`src/rtl/core/lpcd_pkg.sv`:
```
// ============================================================================
// lpcd_pkg: shared types and constants for the command deframer
// Beat layouts, result kinds, frame status codes and default sizing.
// ============================================================================
package lpcd_pkg;

    localparam int LPCD_LENGTH_FIELD_BYTES = 4;
    localparam int LPCD_QUEUE_DEPTH        = 4;

    localparam logic [2:0] KIND_NAME       = 3'd0;
    localparam logic [2:0] KIND_ARG        = 3'd1;
    localparam logic [2:0] KIND_EMPTY_NAME = 3'd2;
    localparam logic [2:0] KIND_EMPTY_ARG  = 3'd3;
    localparam logic [2:0] KIND_STATUS     = 3'd4;

    localparam logic [1:0] STAT_OK        = 2'd0;
    localparam logic [1:0] STAT_NO_FRAME  = 2'd1;
    localparam logic [1:0] STAT_TRUNCATED = 2'd2;

    typedef struct packed {
        logic [7:0] data_byte;
        logic       last_byte;
    } t_in_beat;

    typedef struct packed {
        logic [2:0]  out_kind;
        logic [7:0]  out_byte;
        logic [31:0] arg_number;
        logic        field_end;
        logic [1:0]  frame_status;
        logic        final_result;
    } t_out_beat;

    typedef struct packed {
        logic      v0;
        t_out_beat r0;
        logic      v1;
        t_out_beat r1;
    } t_push;

endpackage

```
`src/rtl/core/lpcd_parser.sv`:
```
// ============================================================================
// lpcd_parser: frame state tracking
// Consumes one buffer byte per beat and produces up to two result beats.
// ============================================================================
module lpcd_parser #(
    parameter int LENGTH_FIELD_BYTES = lpcd_pkg::LPCD_LENGTH_FIELD_BYTES
) (
    input  logic               i_clk,
    input  logic               i_rst_n,
    input  logic               i_fire,
    input  lpcd_pkg::t_in_beat i_in,
    output lpcd_pkg::t_push    o_push
);

    localparam int CW = (LENGTH_FIELD_BYTES > 1) ? $clog2(LENGTH_FIELD_BYTES) : 1;

    typedef enum logic [2:0] {
        PH_NAME_LEN,
        PH_NAME_BODY,
        PH_ARGC,
        PH_ARG_LEN,
        PH_ARG_BODY,
        PH_DONE
    } t_phase;

    t_phase        r_phase, n_phase;
    logic [CW-1:0] r_hbc, n_hbc;
    logic [31:0]   r_asm, n_asm;
    logic [31:0]   r_body, n_body;
    logic [31:0]   r_args, n_args;
    logic [31:0]   r_cur, n_cur;

    logic [31:0] hbc32;
    logic [31:0] contrib;
    logic [31:0] len;
    logic        hdr_done;
    logic [31:0] body_dec;
    lpcd_pkg::t_out_beat res, stat;
    logic        res_v;
    logic [1:0]  status;

    assign hbc32    = 32'(r_hbc);
    assign contrib  = (hbc32 < 32'd4) ? (32'(i_in.data_byte) << {hbc32[1:0], 3'b000}) : 32'd0;
    assign len      = r_asm | contrib;
    assign hdr_done = (hbc32 == 32'(LENGTH_FIELD_BYTES - 1));
    assign body_dec = r_body - 32'd1;

    always_comb begin
        n_phase = r_phase;
        n_hbc   = r_hbc;
        n_asm   = r_asm;
        n_body  = r_body;
        n_args  = r_args;
        n_cur   = r_cur;
        res     = '0;
        res_v   = 1'b0;
        case (r_phase)
            PH_NAME_LEN, PH_ARGC, PH_ARG_LEN: begin
                if (!hdr_done) begin
                    n_hbc = CW'(r_hbc + 1'b1);
                    n_asm = len;
                end else begin
                    n_hbc = '0;
                    n_asm = '0;
                    if (r_phase == PH_NAME_LEN) begin
                        if (len == 32'd0) begin
                            res_v         = 1'b1;
                            res.out_kind  = lpcd_pkg::KIND_EMPTY_NAME;
                            res.field_end = 1'b1;
                            n_phase       = PH_ARGC;
                        end else begin
                            n_body  = len;
                            n_phase = PH_NAME_BODY;
                        end
                    end else if (r_phase == PH_ARGC) begin
                        n_args  = len;
                        n_cur   = '0;
                        n_phase = (len == 32'd0) ? PH_DONE : PH_ARG_LEN;
                    end else begin
                        if (len == 32'd0) begin
                            res_v          = 1'b1;
                            res.out_kind   = lpcd_pkg::KIND_EMPTY_ARG;
                            res.arg_number = r_cur;
                            res.field_end  = 1'b1;
                            n_cur          = r_cur + 32'd1;
                            n_args         = r_args - 32'd1;
                            n_phase        = (r_args == 32'd1) ? PH_DONE : PH_ARG_LEN;
                        end else begin
                            n_body  = len;
                            n_phase = PH_ARG_BODY;
                        end
                    end
                end
            end
            PH_NAME_BODY: begin
                n_body        = body_dec;
                res_v         = 1'b1;
                res.out_kind  = lpcd_pkg::KIND_NAME;
                res.out_byte  = i_in.data_byte;
                res.field_end = (body_dec == 32'd0);
                if (body_dec == 32'd0) begin
                    n_phase = PH_ARGC;
                end
            end
            PH_ARG_BODY: begin
                n_body         = body_dec;
                res_v          = 1'b1;
                res.out_kind   = lpcd_pkg::KIND_ARG;
                res.out_byte   = i_in.data_byte;
                res.arg_number = r_cur;
                res.field_end  = (body_dec == 32'd0);
                if (body_dec == 32'd0) begin
                    n_cur   = r_cur + 32'd1;
                    n_args  = r_args - 32'd1;
                    n_phase = (r_args == 32'd1) ? PH_DONE : PH_ARG_LEN;
                end
            end
            default: begin
                n_phase = PH_DONE;
            end
        endcase

        case (n_phase)
            PH_NAME_LEN:               status = lpcd_pkg::STAT_NO_FRAME;
            PH_NAME_BODY, PH_ARG_BODY: status = lpcd_pkg::STAT_TRUNCATED;
            default:                   status = lpcd_pkg::STAT_OK;
        endcase

        stat              = '0;
        stat.out_kind     = lpcd_pkg::KIND_STATUS;
        stat.frame_status = status;
        stat.final_result = 1'b1;

        if (i_in.last_byte) begin
            n_phase = PH_NAME_LEN;
            n_hbc   = '0;
            n_asm   = '0;
            n_body  = '0;
            n_args  = '0;
            n_cur   = '0;
        end
    end

    always_comb begin
        o_push    = '0;
        o_push.r0 = res;
        o_push.r1 = stat;
        o_push.v0 = i_fire && res_v;
        o_push.v1 = i_fire && i_in.last_byte;
    end

    always_ff @(posedge i_clk) begin
        if (!i_rst_n) begin
            r_phase <= PH_NAME_LEN;
            r_hbc   <= '0;
            r_asm   <= '0;
            r_body  <= '0;
            r_args  <= '0;
            r_cur   <= '0;
        end else if (i_fire) begin
            r_phase <= n_phase;
            r_hbc   <= n_hbc;
            r_asm   <= n_asm;
            r_body  <= n_body;
            r_args  <= n_args;
            r_cur   <= n_cur;
        end
    end

    a_hbc_range: assert property (@(posedge i_clk) disable iff (!i_rst_n)
        32'(r_hbc) < 32'(LENGTH_FIELD_BYTES))
        else $error("header byte count out of range");

    a_hbc_idle: assert property (@(posedge i_clk) disable iff (!i_rst_n)
        (r_phase == PH_NAME_BODY || r_phase == PH_ARG_BODY || r_phase == PH_DONE)
        |-> (r_hbc == '0))
        else $error("header count left over outside a length field");

    a_last_resets: assert property (@(posedge i_clk) disable iff (!i_rst_n)
        (i_fire && i_in.last_byte) |=> (r_phase == PH_NAME_LEN && r_cur == '0))
        else $error("state not cleared after last byte");

    a_body_live: assert property (@(posedge i_clk) disable iff (!i_rst_n)
        (r_phase == PH_NAME_BODY || r_phase == PH_ARG_BODY) |-> (r_body != '0))
        else $error("body phase with nothing due");

endmodule

```
`src/rtl/core/lpcd_result_fifo.sv`:
```
// ============================================================================
// lpcd_result_fifo: result queue
// Takes up to two result beats per cycle, hands out one per cycle while not stalled.
// ============================================================================
module lpcd_result_fifo (
    input  logic                i_clk,
    input  logic                i_rst_n,
    input  lpcd_pkg::t_push     i_push,
    output logic                o_room,
    output logic                o_out_valid,
    input  logic                i_out_stall,
    output lpcd_pkg::t_out_beat o_out_data
);

    localparam int DEPTH = lpcd_pkg::LPCD_QUEUE_DEPTH;
    localparam int PW    = $clog2(DEPTH);
    localparam int NW    = $clog2(DEPTH + 1);

    lpcd_pkg::t_out_beat mem [DEPTH];

    logic [PW-1:0] r_wp, n_wp;
    logic [PW-1:0] r_rp, n_rp;
    logic [NW-1:0] r_cnt, n_cnt;
    logic [PW-1:0] wp_b;
    logic          pop;
    logic [1:0]    n_push;

    assign pop         = (r_cnt != '0) && !i_out_stall;
    assign n_push      = {1'b0, i_push.v0} + {1'b0, i_push.v1};
    assign wp_b        = i_push.v0 ? PW'(r_wp + 1'b1) : r_wp;
    assign n_wp        = PW'(r_wp + NW'(n_push));
    assign n_rp        = pop ? PW'(r_rp + 1'b1) : r_rp;
    assign n_cnt       = NW'(r_cnt + NW'(n_push) - NW'(pop));
    assign o_room      = (r_cnt <= NW'(DEPTH - 2));
    assign o_out_valid = (r_cnt != '0);
    assign o_out_data  = mem[r_rp];

    always_ff @(posedge i_clk) begin
        if (i_push.v0) begin
            mem[r_wp] <= i_push.r0;
        end
        if (i_push.v1) begin
            mem[wp_b] <= i_push.r1;
        end
    end

    always_ff @(posedge i_clk) begin
        if (!i_rst_n) begin
            r_wp  <= '0;
            r_rp  <= '0;
            r_cnt <= '0;
        end else begin
            r_wp  <= n_wp;
            r_rp  <= n_rp;
            r_cnt <= n_cnt;
        end
    end

    a_no_overflow: assert property (@(posedge i_clk) disable iff (!i_rst_n)
        (n_push != 2'd0) |-> (32'(r_cnt) + 32'(n_push) <= 32'(DEPTH)))
        else $error("result queue overflow");

    a_cnt_range: assert property (@(posedge i_clk) disable iff (!i_rst_n)
        32'(r_cnt) <= 32'(DEPTH))
        else $error("result queue count out of range");

    a_ptr_gap: assert property (@(posedge i_clk) disable iff (!i_rst_n)
        (r_cnt != NW'(DEPTH)) |-> (PW'(r_wp - r_rp) == PW'(r_cnt)))
        else $error("queue pointers disagree with count");

endmodule

```
`src/rtl/core/length_prefixed_command_deframer.sv`:
```
// ============================================================================
// length_prefixed_command_deframer: length-prefixed command frame parser
// Splits a byte stream of name length, name, argument count and arguments
// into tagged name and argument bytes, empty-field markers and a status.
// ============================================================================
// One buffer byte is taken per cycle while the input is not stalled. Each beat
// passes an input register, then the parser state update, which writes its
// results into a four-entry result queue; a result is valid at the output once
// it has been written into the queue. A byte gives at most two results (the
// last byte of the buffer adds the frame status), and the result side hands
// out one beat per cycle unless the output is stalled, so the input stalls
// only while the queue holds more than two beats. Length fields are
// LENGTH_FIELD_BYTES bytes, little-endian; bytes beyond the fourth are skipped.
module length_prefixed_command_deframer #(
    parameter int LENGTH_FIELD_BYTES = lpcd_pkg::LPCD_LENGTH_FIELD_BYTES
) (
    input  logic                i_clk,
    input  logic                i_rst_n,
    input  logic                i_in_valid,
    output logic                o_in_stall,
    input  lpcd_pkg::t_in_beat  i_in_data,
    output logic                o_out_valid,
    input  logic                i_out_stall,
    output lpcd_pkg::t_out_beat o_out_data
);

    logic               r_in_valid;
    lpcd_pkg::t_in_beat r_in;
    logic               room;
    logic               fire;
    lpcd_pkg::t_push    push;

    assign fire       = r_in_valid && room;
    assign o_in_stall = r_in_valid && !room;

    always_ff @(posedge i_clk) begin
        if (!i_rst_n) begin
            r_in_valid <= 1'b0;
        end else if (!o_in_stall) begin
            r_in_valid <= i_in_valid;
        end
    end

    always_ff @(posedge i_clk) begin
        if (i_in_valid && !o_in_stall) begin
            r_in <= i_in_data;
        end
    end

    lpcd_parser #(
        .LENGTH_FIELD_BYTES(LENGTH_FIELD_BYTES)
    ) u_parser (
        .i_clk   (i_clk),
        .i_rst_n (i_rst_n),
        .i_fire  (fire),
        .i_in    (r_in),
        .o_push  (push)
    );

    lpcd_result_fifo u_fifo (
        .i_clk       (i_clk),
        .i_rst_n     (i_rst_n),
        .i_push      (push),
        .o_room      (room),
        .o_out_valid (o_out_valid),
        .i_out_stall (i_out_stall),
        .o_out_data  (o_out_data)
    );

    a_stall_holds: assert property (@(posedge i_clk) disable iff (!i_rst_n)
        o_in_stall |=> r_in_valid)
        else $error("input register lost a stalled beat");

    a_status_last: assert property (@(posedge i_clk) disable iff (!i_rst_n)
        push.v1 |-> (fire && r_in.last_byte))
        else $error("status pushed without a last byte");

    a_fire_stable: assert property (@(posedge i_clk) disable iff (!i_rst_n)
        o_in_stall |=> $stable(r_in))
        else $error("held input beat changed");

endmodule
```
`config.mk`:
```
export PLATFORM = sky130hd
export DESIGN_NAME = length_prefixed_command_deframer
export DESIGN_NICKNAME = d
export VERILOG_FILES = /design/src/rtl/core/lpcd_pkg.sv /design/src/rtl/core/lpcd_parser.sv /design/src/rtl/core/lpcd_result_fifo.sv /design/src/rtl/core/length_prefixed_command_deframer.sv
export SDC_FILE = /design/constraint.sdc
export NUM_CORES = 1
export LEC_CHECK = 0
export BUFFER_PORTS_ARGS = -buffer_cell sky130_fd_sc_hd__buf_2
export CORE_MARGIN = 4
export CORE_UTILIZATION = 50
export DETAILED_ROUTE_END_ITERATION = 12
export GPL_TIMING_DRIVEN = 0
export PLACE_DENSITY = 0.67
export SYNTH_ARGS = -nofsm -noshare
export SYNTH_HDL_FRONTEND = slang
export SYNTH_SLANG_ARGS = --single-unit
export TNS_END_PERCENT = 50
```
`constraint.sdc`:
```
create_clock -name i_clk -period 3.2 [get_ports i_clk]
set_input_delay 0 -clock i_clk [delete_from_list [all_inputs] [get_ports i_clk]]
set_output_delay 0 -clock i_clk [all_outputs]
set_load 0.01 [all_outputs]
```
==> flow_summary.yaml <==
floorplanning:
  start_util_pct: 51.0
  std_cell_rows: 67
  die_h_um: 194
  fp.dieW_um: 194
  coreArea_mm2: 0.0338
  fp.dieArea_mm2: 0.0375
  io_pins: 62
clock_network:
  clock_tree.root_cell: "clkbuf_16"
  clkSinkCount: 336
  clkTransAtPathRegs_ns: 0.06
  cts_buffer_depth: 3
  cts_buffers: 38
  clk_latency_ns: 0.53
  cts_max_level: 2
  tritoncts: "yes"
synthesis:
  synth.most_common_cell: "nand2_1"
  ys_warn_count: 0
  yosys_most_used_dff: "dfxtp_1"
  synth_top_area_share_pct: 37.0
  ys_seq_area_share_pct: 40.0
  syn_avg_cell_area_um2: 8.11
  synthArstFlopShare_pct: 0
  synth.distinct_cells: 91
  synth-seq-cells: 336
  netlist_instances: 2127
  synth_area_leaders: "dfxtp_1, a21oi_1, nand2_1"
  synthTopCellsByCount: "nand2_1, a21oi_1, dfxtp_1"
  syn-num-nets: 2156
  yosysTopAreaCell: "dfxtp_1"
  synth_area_mm2: 0.0172
  synth-edff-count: 17
placed_design:
  hpwl_mm: 43.1
  post-place-ws_ns: -1.20
  port_buffers: 61
  routabilityCongestion: 0.979
detailed_routing:
  drt_iter0_drc: 2003
  dr.pass1.iters: 6
  wl_per_cell_um: 22.4
  vias: 17718
  via_per_inst: 6.41
  wl_mm: 61.8
  detail-route-antenna-nets: 0
  drc: 0
timing:
  period_share_pct: 101
  finalCriticalPeriod_ns: 3.25
  finalHoldViolCount: 0
  fin_ws_ns: -0.0478
  relSlewSlack_pct: 34.7
  setup_viol: 16
  tightest_slew_ns: 0.979
  rsz0062_at_grt: "true"
  fin_skew_ns: 0.0179
  finalMaxSlewViolations: 0
  fmax_ghz: 0.308
worst_setup_path:
  end_kind: "flip-flop"
  required_ns: 3.63
  r2r_start: "u_parser.r_body[0]"
  start_kind: "flip-flop"
  critical_path_class: "flip-flop to flip-flop"
  arrival_ns: 3.68
  worstSetupStartpoint: "u_parser.r_body[0]"
  crit_fanout: 7
worst_hold_path:
  hp-class: "primary input to flip-flop"
  min_from: "i_in_data[4]"
cells_and_area:
  diodes: 0
  area.growth.synth_to_final_pct: 20.7
  fillers: 2963
  finalNetCount: 2316
  drive_above_1_share_pct: 18.7
  final_util_pct: 61.6
grt:
  track_usage_pct: 30.8
  grt_pass1_wl_mm: 94.5
  antenna_found_initial: 0
  grt_remaining_overflow: 0
  grt_pass1_vias: 16557
  grt_max_degree: 14
power_and_ir_drop:
  power_density_mw_per_mm2: 557
  leakage_uw: 0.00761
  max-vdd-ir-drop_mv: 0.375
run_status:
  run_status: "complete, but fails checks"
  violations: "setup timing"
run:
  drv_cap: 0
state kept, by name, summed over array words and instances, names as in the netlist, named ones only:
| signal | cells |
|---|---|
| u_parser.r_body | 32 |
| r_in | 9 |
| u_parser.r_cur | 32 |
| u_fifo.r_wp | 2 |
| u_parser.r_args | 32 |
| r_in_valid | 1 |
| u_parser.r_hbc | 2 |
| u_fifo.r_cnt | 3 |
| u_fifo.r_rp | 2 |
| u_parser.r_asm | 32 |
| u_fifo.mem | 184 |
| u_parser.r_phase | 3 |
layer usage:
layer  GRT usage [%]  wire length [um]
met3            5.07              5670
met5               0                 0
met1            41.2             25000
met4            12.1              2800
met2            50.3             28300
area by class of cell:
| cell class | instances | area, um^2 | area share [%] |
|---|---|---|---|
| Inverter | 39 | 149 | 0.716 |
| Tap cell | 448 | 561 | 2.69 |
| Clock buffer | 55 | 1130 | 5.41 |
| Clock inverter | 12 | 141 | 0.679 |
| Multi-Input combinational cell | 1580 | 10100 | 48.8 |
| Sequential cell | 336 | 6910 | 33.2 |
| Timing Repair Buffer | 129 | 936 | 4.50 |
| Buffer | 163 | 836 | 4.02 |
metrics by stage:
step	area, um^2	setup TNS, ns	power (uW)	hold WS, ns	cells
6_report	20800	-0.446	11600	0.173	2762
3_3_place_gp	18100	-198.81	6790	0.177	2636
2_1_floorplan	17300	-0.00217	6160	0.0989	2127
3_5_place_dp	18100	-222.20	6820	0.181	2636
5_1_grt	20800	-5.43	12000	0.181	2762
4_1_cts	20200	-0.365	11400	0.165	2746
kinds of logic (layout without fill, tap and decap cells):
group,count (synthesis),count (layout),share of synthesized area (%)
multiplexers,51,51,6.30
adder cells (fa/ha/maj),16,16,1.20
flip-flops,336,336,40.0
buffers and inverters,211,398,4.93
XOR/XNOR,29,29,1.47
AND/OR/NAND/NOR,886,886,24.4
AO/OA/AOI/OAI,598,598,21.7
placed cells by master (no fill, tap or decap), types with 12 or more instances in the layout:
cell type	netlist	final
nand2_1	397	395
a21oi_1	326	320
dfxtp_1	319	313
nor2_1	146	141
clkbuf_1	141	84
buf_2	17	78
nand3_1	72	71
and2_1	53	53
buf_4	2	50
nor3_1	55	49
o21ai_0	48	46
mux4_2	46	46
clkbuf_16	0	41
clkbuf_2	0	41
inv_1	37	34
nor4_1	31	19
o2111ai_1	29	18
o31ai_1	21	17
a31oi_1	17	17
xnor2_1	18	17
edfxtp_1	17	17
and3_1	17	16
nand2b_1	16	15
nand4_1	15	15
a41o_1	15	15
ha_1	15	14
buf_6	4	13
a211oi_1	14	12
clkbuf_8	0	12
dlygate4sd3_1	0	12
worst max-delay path, cell delays in order (launching register included):
cell	delay, ns
dfxtp_4	0.36
buf_6	0.13
nor4_4	0.31
buf_4	0.19
nand3b_1	0.13
o31a_1	0.35
a211oi_2	0.29
nand4_4	0.21
buf_4	0.20
o21ai_4	0.25
buf_4	0.17
nand3_2	0.21
o32ai_1	0.34
where the power goes:
group | leakage [uW] | switching [uW] | internal [uW]
clock | 0.000630 | 1810 | 2680
combinational | 0.00423 | 1650 | 1010
sequential | 0.00275 | 111 | 4330
worst paths after layout:
path / end / slack (ns) / cells after the start
max reg2reg: u_parser.r_args[25] / -0.05 / 12
min: r_in[4] / 0.17 / 2
min reg2reg: u_fifo.mem[1][18] / 0.45 / 2
max: u_parser.r_args[25] / -0.05 / 12
timing repair:
item                                   in CTS  in global routing
gates cloned                                2                  3
gates resized for setup                   128                150
hold buffers                               12                  0
endpoints found under the hold margin      15                  0
setup endpoints to repair                 292                296
buffers inserted                           32                 19
pin swaps                                  24                 38
Power figures use the tool's default switching activity.
